## src/design/pspm_pkg.sv

```systemverilog
// Package for the serial port master: frame phase codes, request codes and
// fixed register defaults. No dependencies.
`timescale 1ns / 1ps
`default_nettype none

package pspm_pkg;

  // Request codes on req_type
  localparam logic [1:0] REQ_TICK  = 2'd0;
  localparam logic [1:0] REQ_WRITE = 2'd1;
  localparam logic [1:0] REQ_READ  = 2'd2;

  // Frame phase codes
  localparam logic [3:0] PH_IDLE     = 4'd0;
  localparam logic [3:0] PH_BEGIN    = 4'd1;
  localparam logic [3:0] PH_RW_LO    = 4'd2;
  localparam logic [3:0] PH_RW_HI    = 4'd3;
  localparam logic [3:0] PH_ADDR_LO  = 4'd4;
  localparam logic [3:0] PH_ADDR_HI  = 4'd5;
  localparam logic [3:0] PH_DATA_LO  = 4'd6;
  localparam logic [3:0] PH_DATA_HI  = 4'd7;
  localparam logic [3:0] PH_GAP_LO   = 4'd8;
  localparam logic [3:0] PH_GAP_HI   = 4'd9;
  localparam logic [3:0] PH_RD_LO    = 4'd10;
  localparam logic [3:0] PH_RD_HI    = 4'd11;
  localparam logic [3:0] PH_CLOSE_LO = 4'd12;
  localparam logic [3:0] PH_SEN_LO   = 4'd13;

  localparam logic [7:0] HALF_PERIOD_RESET = 8'd4;

  // Pin levels and frame status after a tick
  typedef struct packed {
    logic sck;
    logic sen;
    logic sdi;
    logic busy;
    logic done;
  } status_t;

endpackage

`default_nettype wire

```

## src/design/pll_serial_port_master.sv

```systemverilog
// Top level of the serial port master: input register, handshakes,
// half period register and result valid. Depends on pspm_pkg, pspm_engine.
//
//   channel  direction  handshake              payload
//   in       into block in_valid / in_stall    req_type, reg_address,
//                                              write_data, sdo_in
//   out      from block out_valid / out_stall  sck_out, sen_out, sdi_out,
//                                              busy_res, done_res, read_result
//   cfg      into block cfg_valid / cfg_ready  cfg_data (half_period_ticks)
//
// Each transaction on in is one tick of the serial engine and gives exactly
// one transaction on out. It passes through the input register and then
// through the engine into its state and result registers; one tick is
// taken every cycle while out is not stalled. Reset is synchronous and
// puts the engine idle with all pins low, the read word at zero and the
// half period at four ticks. A stall on out holds the result and the engine;
// in stalls in that same cycle when the input register is full, and an empty
// input register still takes one more transaction first.
`timescale 1ns / 1ps
`default_nettype none

module pll_serial_port_master #(
  parameter int ADDR_BITS      = 6,
  parameter int DATA_BITS      = 24,
  parameter int LONG_GAP_UNITS = 5
) (
  input  wire                  clk,
  input  wire                  rst,
  // tick transactions in
  input  wire                  in_valid,
  output logic                 in_stall,
  input  wire [1:0]            req_type,
  input  wire [ADDR_BITS-1:0]  reg_address,
  input  wire [DATA_BITS-1:0]  write_data,
  input  wire                  sdo_in,
  // result transactions out
  output logic                 out_valid,
  input  wire                  out_stall,
  output logic                 sck_out,
  output logic                 sen_out,
  output logic                 sdi_out,
  output logic                 busy_res,
  output logic                 done_res,
  output logic [DATA_BITS-1:0] read_result,
  // half period register write
  input  wire                  cfg_valid,
  output logic                 cfg_ready,
  input  wire [7:0]            cfg_data
);
  import pspm_pkg::*;

  // input register
  logic                 in_reg_valid;
  logic [1:0]           in_req;
  logic [ADDR_BITS-1:0] in_addr;
  logic [DATA_BITS-1:0] in_data;
  logic                 in_sdo;

  logic [7:0] half_period_ticks;
  logic       out_free;
  logic       step;
  status_t    status;

  // out can take a new result when empty or being drained this cycle
  assign out_free = !out_valid || !out_stall;
  assign step     = in_reg_valid && out_free;
  // stall only when the input register is full and cannot move on
  assign in_stall = in_reg_valid && !out_free;

  // configuration is to be written only while idle; the block does not enforce this, so take it at once
  assign cfg_ready = 1'b1;

  always_ff @(posedge clk) begin
    if (rst) begin
      half_period_ticks <= HALF_PERIOD_RESET;
    end else if (cfg_valid && cfg_ready) begin
      half_period_ticks <= cfg_data;
    end
  end

  always_ff @(posedge clk) begin
    if (rst) begin
      in_reg_valid <= 1'b0;
    end else if (!in_stall) begin
      in_reg_valid <= in_valid;
    end
  end

  // payload holds no reset; load on every accepted transaction
  always_ff @(posedge clk) begin
    if (in_valid && !in_stall) begin
      in_req  <= req_type;
      in_addr <= reg_address;
      in_data <= write_data;
      in_sdo  <= sdo_in;
    end
  end

  always_ff @(posedge clk) begin
    if (rst) begin
      out_valid <= 1'b0;
    end else if (out_free) begin
      out_valid <= step;
    end
  end

  pspm_engine #(
    .ADDR_BITS      (ADDR_BITS),
    .DATA_BITS      (DATA_BITS),
    .LONG_GAP_UNITS (LONG_GAP_UNITS)
  ) u_engine (
    .clk               (clk),
    .rst               (rst),
    .step              (step),
    .half_period_ticks (half_period_ticks),
    .req_type          (in_req),
    .reg_address       (in_addr),
    .write_data        (in_data),
    .sdo_in            (in_sdo),
    .status            (status),
    .read_result       (read_result)
  );

  // engine registers change only on a step, so they hold while out stalls
  assign sck_out  = status.sck;
  assign sen_out  = status.sen;
  assign sdi_out  = status.sdi;
  assign busy_res = status.busy;
  assign done_res = status.done;

endmodule

`default_nettype wire

```

## src/design/pspm_engine.sv

```systemverilog
// Frame engine: phase sequencer, bit/tick/gap counters and shift registers.
// Advances one tick per step. Depends on pspm_pkg.
`timescale 1ns / 1ps
`default_nettype none

module pspm_engine #(
  parameter int ADDR_BITS      = 6,
  parameter int DATA_BITS      = 24,
  parameter int LONG_GAP_UNITS = 5
) (
  input  wire                   clk,
  input  wire                   rst,
  input  wire                   step,
  input  wire [7:0]             half_period_ticks,
  input  wire [1:0]             req_type,
  input  wire [ADDR_BITS-1:0]   reg_address,
  input  wire [DATA_BITS-1:0]   write_data,
  input  wire                   sdo_in,
  output pspm_pkg::status_t     status,
  output logic [DATA_BITS-1:0]  read_result
);
  import pspm_pkg::*;

  localparam int SHIFT_W = ADDR_BITS + DATA_BITS;
  localparam int BC_W    = $clog2(DATA_BITS + 1);
  localparam int GC_W    = $clog2(LONG_GAP_UNITS + 1);
  localparam logic [BC_W-1:0] ADDR_LAST = BC_W'(ADDR_BITS);
  localparam logic [BC_W-1:0] DATA_LAST = BC_W'(DATA_BITS);
  localparam logic [GC_W-1:0] GAP_LAST  = GC_W'(LONG_GAP_UNITS);

  logic [3:0]           phase, phase_next;
  logic [BC_W-1:0]      bit_counter, bit_counter_next;
  logic [7:0]           tick_counter, tick_counter_next;
  logic [GC_W-1:0]      gap_counter, gap_counter_next;
  logic [SHIFT_W-1:0]   shift_out, shift_out_next;
  logic [DATA_BITS-1:0] shift_in, shift_in_next;
  logic                 read_frame, read_frame_next;
  logic                 sck, sck_next;
  logic                 sen, sen_next;
  logic                 sdi, sdi_next;
  logic                 done, done_next;
  logic [DATA_BITS-1:0] read_hold, read_hold_next;

  logic                 enter_en;
  logic [3:0]           enter_ph;
  logic [BC_W-1:0]      bit_inc;

  assign bit_inc = bit_counter + 1'b1;

  always_comb begin
    phase_next        = phase;
    bit_counter_next  = bit_counter;
    tick_counter_next = tick_counter;
    gap_counter_next  = gap_counter;
    shift_out_next    = shift_out;
    shift_in_next     = shift_in;
    read_frame_next   = read_frame;
    sck_next          = sck;
    sen_next          = sen;
    sdi_next          = sdi;
    read_hold_next    = read_hold;
    done_next         = 1'b0;
    enter_en          = 1'b0;
    enter_ph          = phase;

    if (phase == PH_IDLE) begin
      // start a frame; ignore anything but a write or read request
      if (req_type == REQ_WRITE || req_type == REQ_READ) begin
        read_frame_next  = (req_type == REQ_READ);
        shift_out_next   = {reg_address, write_data};
        bit_counter_next = '0;
        gap_counter_next = '0;
        enter_en         = 1'b1;
        enter_ph         = PH_BEGIN;
      end
    end else if (tick_counter >= half_period_ticks) begin
      // unit spent: advance the sequence
      case (phase)
        PH_BEGIN: begin
          enter_en = 1'b1;
          enter_ph = PH_RW_LO;
        end
        PH_RW_LO: begin
          enter_en = 1'b1;
          enter_ph = PH_RW_HI;
        end
        PH_RW_HI: begin
          bit_counter_next = '0;
          enter_en         = 1'b1;
          enter_ph         = PH_ADDR_LO;
        end
        PH_ADDR_LO: begin
          enter_en = 1'b1;
          enter_ph = PH_ADDR_HI;
        end
        PH_ADDR_HI: begin
          enter_en = 1'b1;
          if (bit_inc < ADDR_LAST) begin
            bit_counter_next = bit_inc;
            enter_ph         = PH_ADDR_LO;
          end else if (read_frame) begin
            bit_counter_next = bit_inc;
            enter_ph         = PH_GAP_LO;
          end else begin
            bit_counter_next = '0;
            enter_ph         = PH_DATA_LO;
          end
        end
        PH_DATA_LO: begin
          enter_en = 1'b1;
          enter_ph = PH_DATA_HI;
        end
        PH_DATA_HI: begin
          bit_counter_next = bit_inc;
          enter_en         = 1'b1;
          enter_ph         = (bit_inc < DATA_LAST) ? PH_DATA_LO : PH_GAP_LO;
        end
        PH_GAP_LO: begin
          if (gap_counter < GAP_LAST) begin
            gap_counter_next  = gap_counter + 1'b1;
            tick_counter_next = 8'd1;
          end else begin
            enter_en = 1'b1;
            enter_ph = PH_GAP_HI;
          end
        end
        PH_GAP_HI: begin
          enter_en = 1'b1;
          if (read_frame) begin
            bit_counter_next = '0;
            enter_ph         = PH_RD_LO;
          end else begin
            enter_ph = PH_CLOSE_LO;
          end
        end
        PH_RD_LO: begin
          enter_en = 1'b1;
          enter_ph = PH_RD_HI;
        end
        PH_RD_HI: begin
          bit_counter_next = bit_inc;
          enter_en         = 1'b1;
          enter_ph         = (bit_inc < DATA_LAST) ? PH_RD_LO : PH_CLOSE_LO;
        end
        PH_CLOSE_LO: begin
          enter_en = 1'b1;
          enter_ph = PH_SEN_LO;
        end
        default: begin
          // end of frame: publish the captured word on reads
          phase_next        = PH_IDLE;
          tick_counter_next = 8'd0;
          done_next         = 1'b1;
          if (read_frame) begin
            read_hold_next = shift_in;
          end
        end
      endcase
    end else begin
      tick_counter_next = tick_counter + 8'd1;
    end

    // entry actions of the new phase
    if (enter_en) begin
      phase_next        = enter_ph;
      tick_counter_next = 8'd1;
      case (enter_ph)
        PH_BEGIN: begin
          sck_next = 1'b0;
          sen_next = 1'b0;
          sdi_next = 1'b0;
        end
        PH_RW_LO: begin
          sck_next = 1'b0;
          sen_next = 1'b1;
          sdi_next = read_frame;
        end
        PH_ADDR_LO, PH_DATA_LO: begin
          sck_next       = 1'b0;
          sdi_next       = shift_out[SHIFT_W-1];
          shift_out_next = {shift_out[SHIFT_W-2:0], 1'b0};
        end
        PH_GAP_LO: begin
          sck_next         = 1'b0;
          gap_counter_next = GC_W'(1);
        end
        PH_RD_LO: begin
          sck_next      = 1'b0;
          shift_in_next = {shift_in[DATA_BITS-2:0], sdo_in};
        end
        PH_CLOSE_LO: begin
          sck_next = 1'b0;
        end
        PH_SEN_LO: begin
          sen_next = 1'b0;
        end
        default: begin
          sck_next = 1'b1;
        end
      endcase
    end
  end

  always_ff @(posedge clk) begin
    if (rst) begin
      phase        <= PH_IDLE;
      bit_counter  <= '0;
      tick_counter <= '0;
      gap_counter  <= '0;
      shift_out    <= '0;
      shift_in     <= '0;
      read_frame   <= 1'b0;
      sck          <= 1'b0;
      sen          <= 1'b0;
      sdi          <= 1'b0;
      done         <= 1'b0;
      read_hold    <= '0;
    end else if (step) begin
      phase        <= phase_next;
      bit_counter  <= bit_counter_next;
      tick_counter <= tick_counter_next;
      gap_counter  <= gap_counter_next;
      shift_out    <= shift_out_next;
      shift_in     <= shift_in_next;
      read_frame   <= read_frame_next;
      sck          <= sck_next;
      sen          <= sen_next;
      sdi          <= sdi_next;
      done         <= done_next;
      read_hold    <= read_hold_next;
    end
  end

  assign status.sck  = sck;
  assign status.sen  = sen;
  assign status.sdi  = sdi;
  assign status.busy = (phase != PH_IDLE);
  assign status.done = done;
  assign read_result = read_hold;

endmodule

`default_nettype wire
```

## config.mk

```make
export PLATFORM = sky130hd
export DESIGN_NAME = pll_serial_port_master
export DESIGN_NICKNAME = d
export VERILOG_FILES = /design/src/design/pspm_pkg.sv /design/src/design/pll_serial_port_master.sv /design/src/design/pspm_engine.sv
export SDC_FILE = /design/constraint.sdc
export NUM_CORES = 1
export LEC_CHECK = 0
export ABC_CLOCK_PERIOD_IN_PS = 3500
export BUFFER_PORTS_ARGS = -buffer_cell sky130_fd_sc_hd__buf_2
export CAP_MARGIN = 15
export CORE_ASPECT_RATIO = 0.8
export CORE_MARGIN = 2
export CORE_UTILIZATION = 36
export DETAILED_ROUTE_END_ITERATION = 16
export SYNTH_ARGS = -nofsm -noshare
export SYNTH_HDL_FRONTEND = slang
export SYNTH_SLANG_ARGS = --single-unit
export TNS_END_PERCENT = 30
```

## constraint.sdc

```tcl
create_clock -name clk -period 3.5 [get_ports clk]
set_input_delay 0.175 -clock clk [delete_from_list [all_inputs] [get_ports clk]]
set_output_delay 0.175 -clock clk [all_outputs]
set_load 0.03 [all_outputs]
```

==> flow_summary_export.csv <==
group,metric,value,unit
clock_network,post_cts_buffers,0,
worst_setup_path,critical_path_arrival,3.49,ns
power,pwr-share-comb,6.3,%
power,p_seq_share,46.9,%
worst_setup_path,r2r_end,"u_engine.shift_out[12]",
worst_setup_path,reg2regPathDepth,11,
synthesis,syn-instance-count,641,
timing,rsz0062_at_grt,"false",
worst_setup_path,reg2reg_from,"u_engine.tick_counter[0]",
floorplanning,fp.dieH,121,µm
min_path,min_to,"half_period_ticks[3]",
worst_setup_path,cp_max_fo,30,
timing,drv_slew,0,
clock_network,cts_root_buf,"clkbuf_16",
synthesis,synth-seq-cells,146,
floorplanning,rows,42,
run,cap_violations,0,
drt,vias,4946,
worst_setup_path,cp-end-kind,"register",
clock_network,cts_tree,"yes",
clock_network,post_cts_resized,0,
cells_and_area,fill_cells,1584,
worst_setup_path,critPathLaunchType,"register",
min_path,holdCritStartpoint,"cfg_data[3]",
placed_design,port_buffers,76,
timing,fin_setup_tns,0,ns
cells_and_area,area_growth,25.0,%
clock_network,clock_latency,0.43,ns
synthesis,ys_seq_area_share,53.0,%
timing,maxSlewHeadroom,36.5,%
synthesis,yosysWarnings,0,
floorplanning,start_util,37.0,%
power,power_density,504,nW/µm²
synthesis,synth_nets,699,
cells_and_area,instances_no_fill,974,
placed_design,dp_cells,902,
timing,finClkSkew,0.0158,ns
global_routing,grt_max_degree,59,
floorplanning,pin_count,78,
timing,max_freq,312,MHz
power,leakagePower,3.14,nW
worst_setup_path,regToRegSetupSlack,0.30,ns
global_routing,grt-ovfl-total,0,
global_routing,grt_pass1_wl,23400,µm
drt,initialDrtViolationCount,347,
min_path,min_path_cells,3,
drt,antenna_left,0,
floorplanning,die_w,150,µm
timing,min_period_over_period,91.5,%
synthesis,synth-main-ff-cell,"dfxtp_1",
timing,tightest_slew,0.951,ns
timing,hold_viol,0,
timing,timing.hold.ws,0.0109,ns
synthesis,synth.cell_area,6140,µm²
timing,setup_viol,0,
placed_design,routabilityCongestion,0.814,
power,swShare,24.7,%
placed_design,placed_area,6690,µm²
timing,min_period,3.20,ns
cells_and_area,n_antenna_cell,0,
floorplanning,core_area,16600,µm²
cells_and_area,final_core_util,46.2,%
cells_and_area,finalNetCount,799,
clock_network,clk_pin_slew,0.06,ns
power,p_int,2.91,mW
cells_and_area,drive_gt1_share,19.2,%
floorplanning,dieArea,18100,µm²
placed_design,post-place-ws,0.286,ns
clock_network,htree_levels,4,
clock_network,cts_buffers,17,
worst_setup_path,critical_path_class,"reg -> reg",
drt,via_per_inst,5.08,
min_path,hold_class,"in -> reg",
power,peakVddDrop,0.000342,V
drt,dr.pass1.iters,5,
clock_network,clk_path_buf_depth,2,
synthesis,synth-async-reset-ratio,0,%
cells_and_area,design_area,7680,µm²
synthesis,avgSynthCellArea,9.58,µm²
drt,avgRoutedWirePerCell,14.2,µm
worst_setup_path,critPathRequiredTime,3.79,ns
power,totalPowerFinal,3.87,mW
outcome,status,"completed",
global_routing,grt_pass1_vias,4912,
clock_network,postCtsHoldBufs,40,
clock_network,cts.sinks,146,
synthesis,synth-edff-count,33,
power,switchingPower,0.955,mW
drt,wirelength,13800,µm
power,clkPwrFrac,46.8,%
drt,drc,0,
synthesis,yosys.cell_types.count,61,
global_routing,grt_use_total,16.2,%
timing,worst_slack,0.297,ns
placed_design,hpwl,8820,µm
global_routing,grt_antenna_before_repair,0,
[critical path, cell delays in order, from the launching register on]
cell,delay (ns)
dfxtp_1,0.41
inv_1,0.06
ha_1,0.27
nand2b_1,0.14
a2111o_1,0.43
a31o_2,0.34
o211ai_1,0.15
o22ai_1,0.21
or4_1,0.56
buf_4,0.26
o22ai_1,0.17
nor3_1,0.07
[cell families (layout without fill, tap and decap cells)]
| logic type | count (synthesis) | after routing | synth area share [%] |
|---|---|---|---|
| mux | 34 | 34 | 5.58 |
| flops | 146 | 146 | 53.0 |
| other cells | 1 | 1 | 0.0611 |
| fa+ha+maj | 13 | 13 | 2.63 |
| simple gates | 244 | 244 | 18.6 |
| compound gates | 134 | 134 | 14.2 |
| xor+xnor | 8 | 8 | 1.14 |
| buf+inv | 61 | 174 | 4.81 |
[layout by cell type (no fill, tap or decap), drive strengths merged, types with 3 or more instances in the layout]
cell / instances
and3: 5
a21boi: 4
o211ai: 5
nand2b: 4
o21a: 3
ha: 12
nand2: 73
dfxtp: 113
nand3b: 3
buf: 89
nor3b: 3
clkbuf: 17
a21oi: 45
nand4: 3
a22oi: 7
nand3: 7
nor3: 61
dlygate4sd3: 40
nor2b: 5
mux2i: 32
inv: 24
o22ai: 32
edfxtp: 33
nor2: 61
or3: 4
xor2: 7
a31oi: 4
o21ai: 21
or4: 4
[flip-flops by register name (all words and copies together) (netlist names)]
signal                 cells
half_period_ticks          8
in_addr                    6
in_data                   24
in_reg_valid               1
in_req                     2
in_sdo                     1
out_valid                  1
u_engine.bit_counter       5
u_engine.done              1
u_engine.gap_counter       3
u_engine.phase             4
u_engine.read_frame        1
u_engine.read_result      24
u_engine.sck               1
u_engine.sdi               1
u_engine.sen               1
u_engine.shift_in         24
u_engine.shift_out        30
u_engine.tick_counter      8
[Yosys cell counts (8+ instances only)]
library cell	instances	area [µm²]
nor2_1	60	225
nand2_1	73	274
nor3_1	61	305
mux2i_1	32	320
buf_2	10	50.1
clkbuf_1	27	101
dfxtp_1	113	2260
o22ai_2	8	100
a21oi_1	45	225
edfxtp_1	33	991
ha_1	12	150
o21ai_0	20	100
inv_1	12	45.0
o22ai_1	24	150
[how the worst max path moves through the flow]
stage / from / end / slack (ns) / cells past startpoint
floorplan: u_engine.tick_counter[0] / u_engine.shift_out[11] / 0.52 / 13
global placement: u_engine.tick_counter[0] / u_engine.shift_out[17] / 0.38 / 11
detailed placement: u_engine.tick_counter[0] / u_engine.shift_out[11] / 0.29 / 11
CTS: u_engine.tick_counter[0] / u_engine.shift_out[20] / 0.29 / 11
global route: u_engine.tick_counter[0] / u_engine.shift_out[16] / 0.06 / 11
finish: u_engine.tick_counter[0] / u_engine.shift_out[12] / 0.30 / 11
[final cells by class]
cell class              instances  area [µm²]  area share, %
repair buffers                129         893           11.6
clock buffers                  17         425           5.54
flip-flops and latches        146        3250           42.4
well taps                     220         275           3.59
inverters                      13        48.8          0.636
multi-input cells             434        2620           34.1
clock inverters                15         160           2.09
[power by group through the flow]
stage	Clock, mW	Sequential, mW	Combinational, mW
detailed placement	0	1.85	0.212
floorplan	0	1.84	0.151
global placement	0	1.85	0.202
finish	1.81	1.81	0.245
CTS	1.84	1.81	0.246
global route	1.93	1.82	0.275
[routing by layer]
metal  track usage (%)  vias up  share of wire, %
li1                  -     2497                 -
met1              20.7     2344                46
met2              26.5       92                49
met3              4.49       13               3.8
met4              4.95        0              0.98
met5                 0        -                 0
Note: power is estimated with default switching activity, not from simulation.
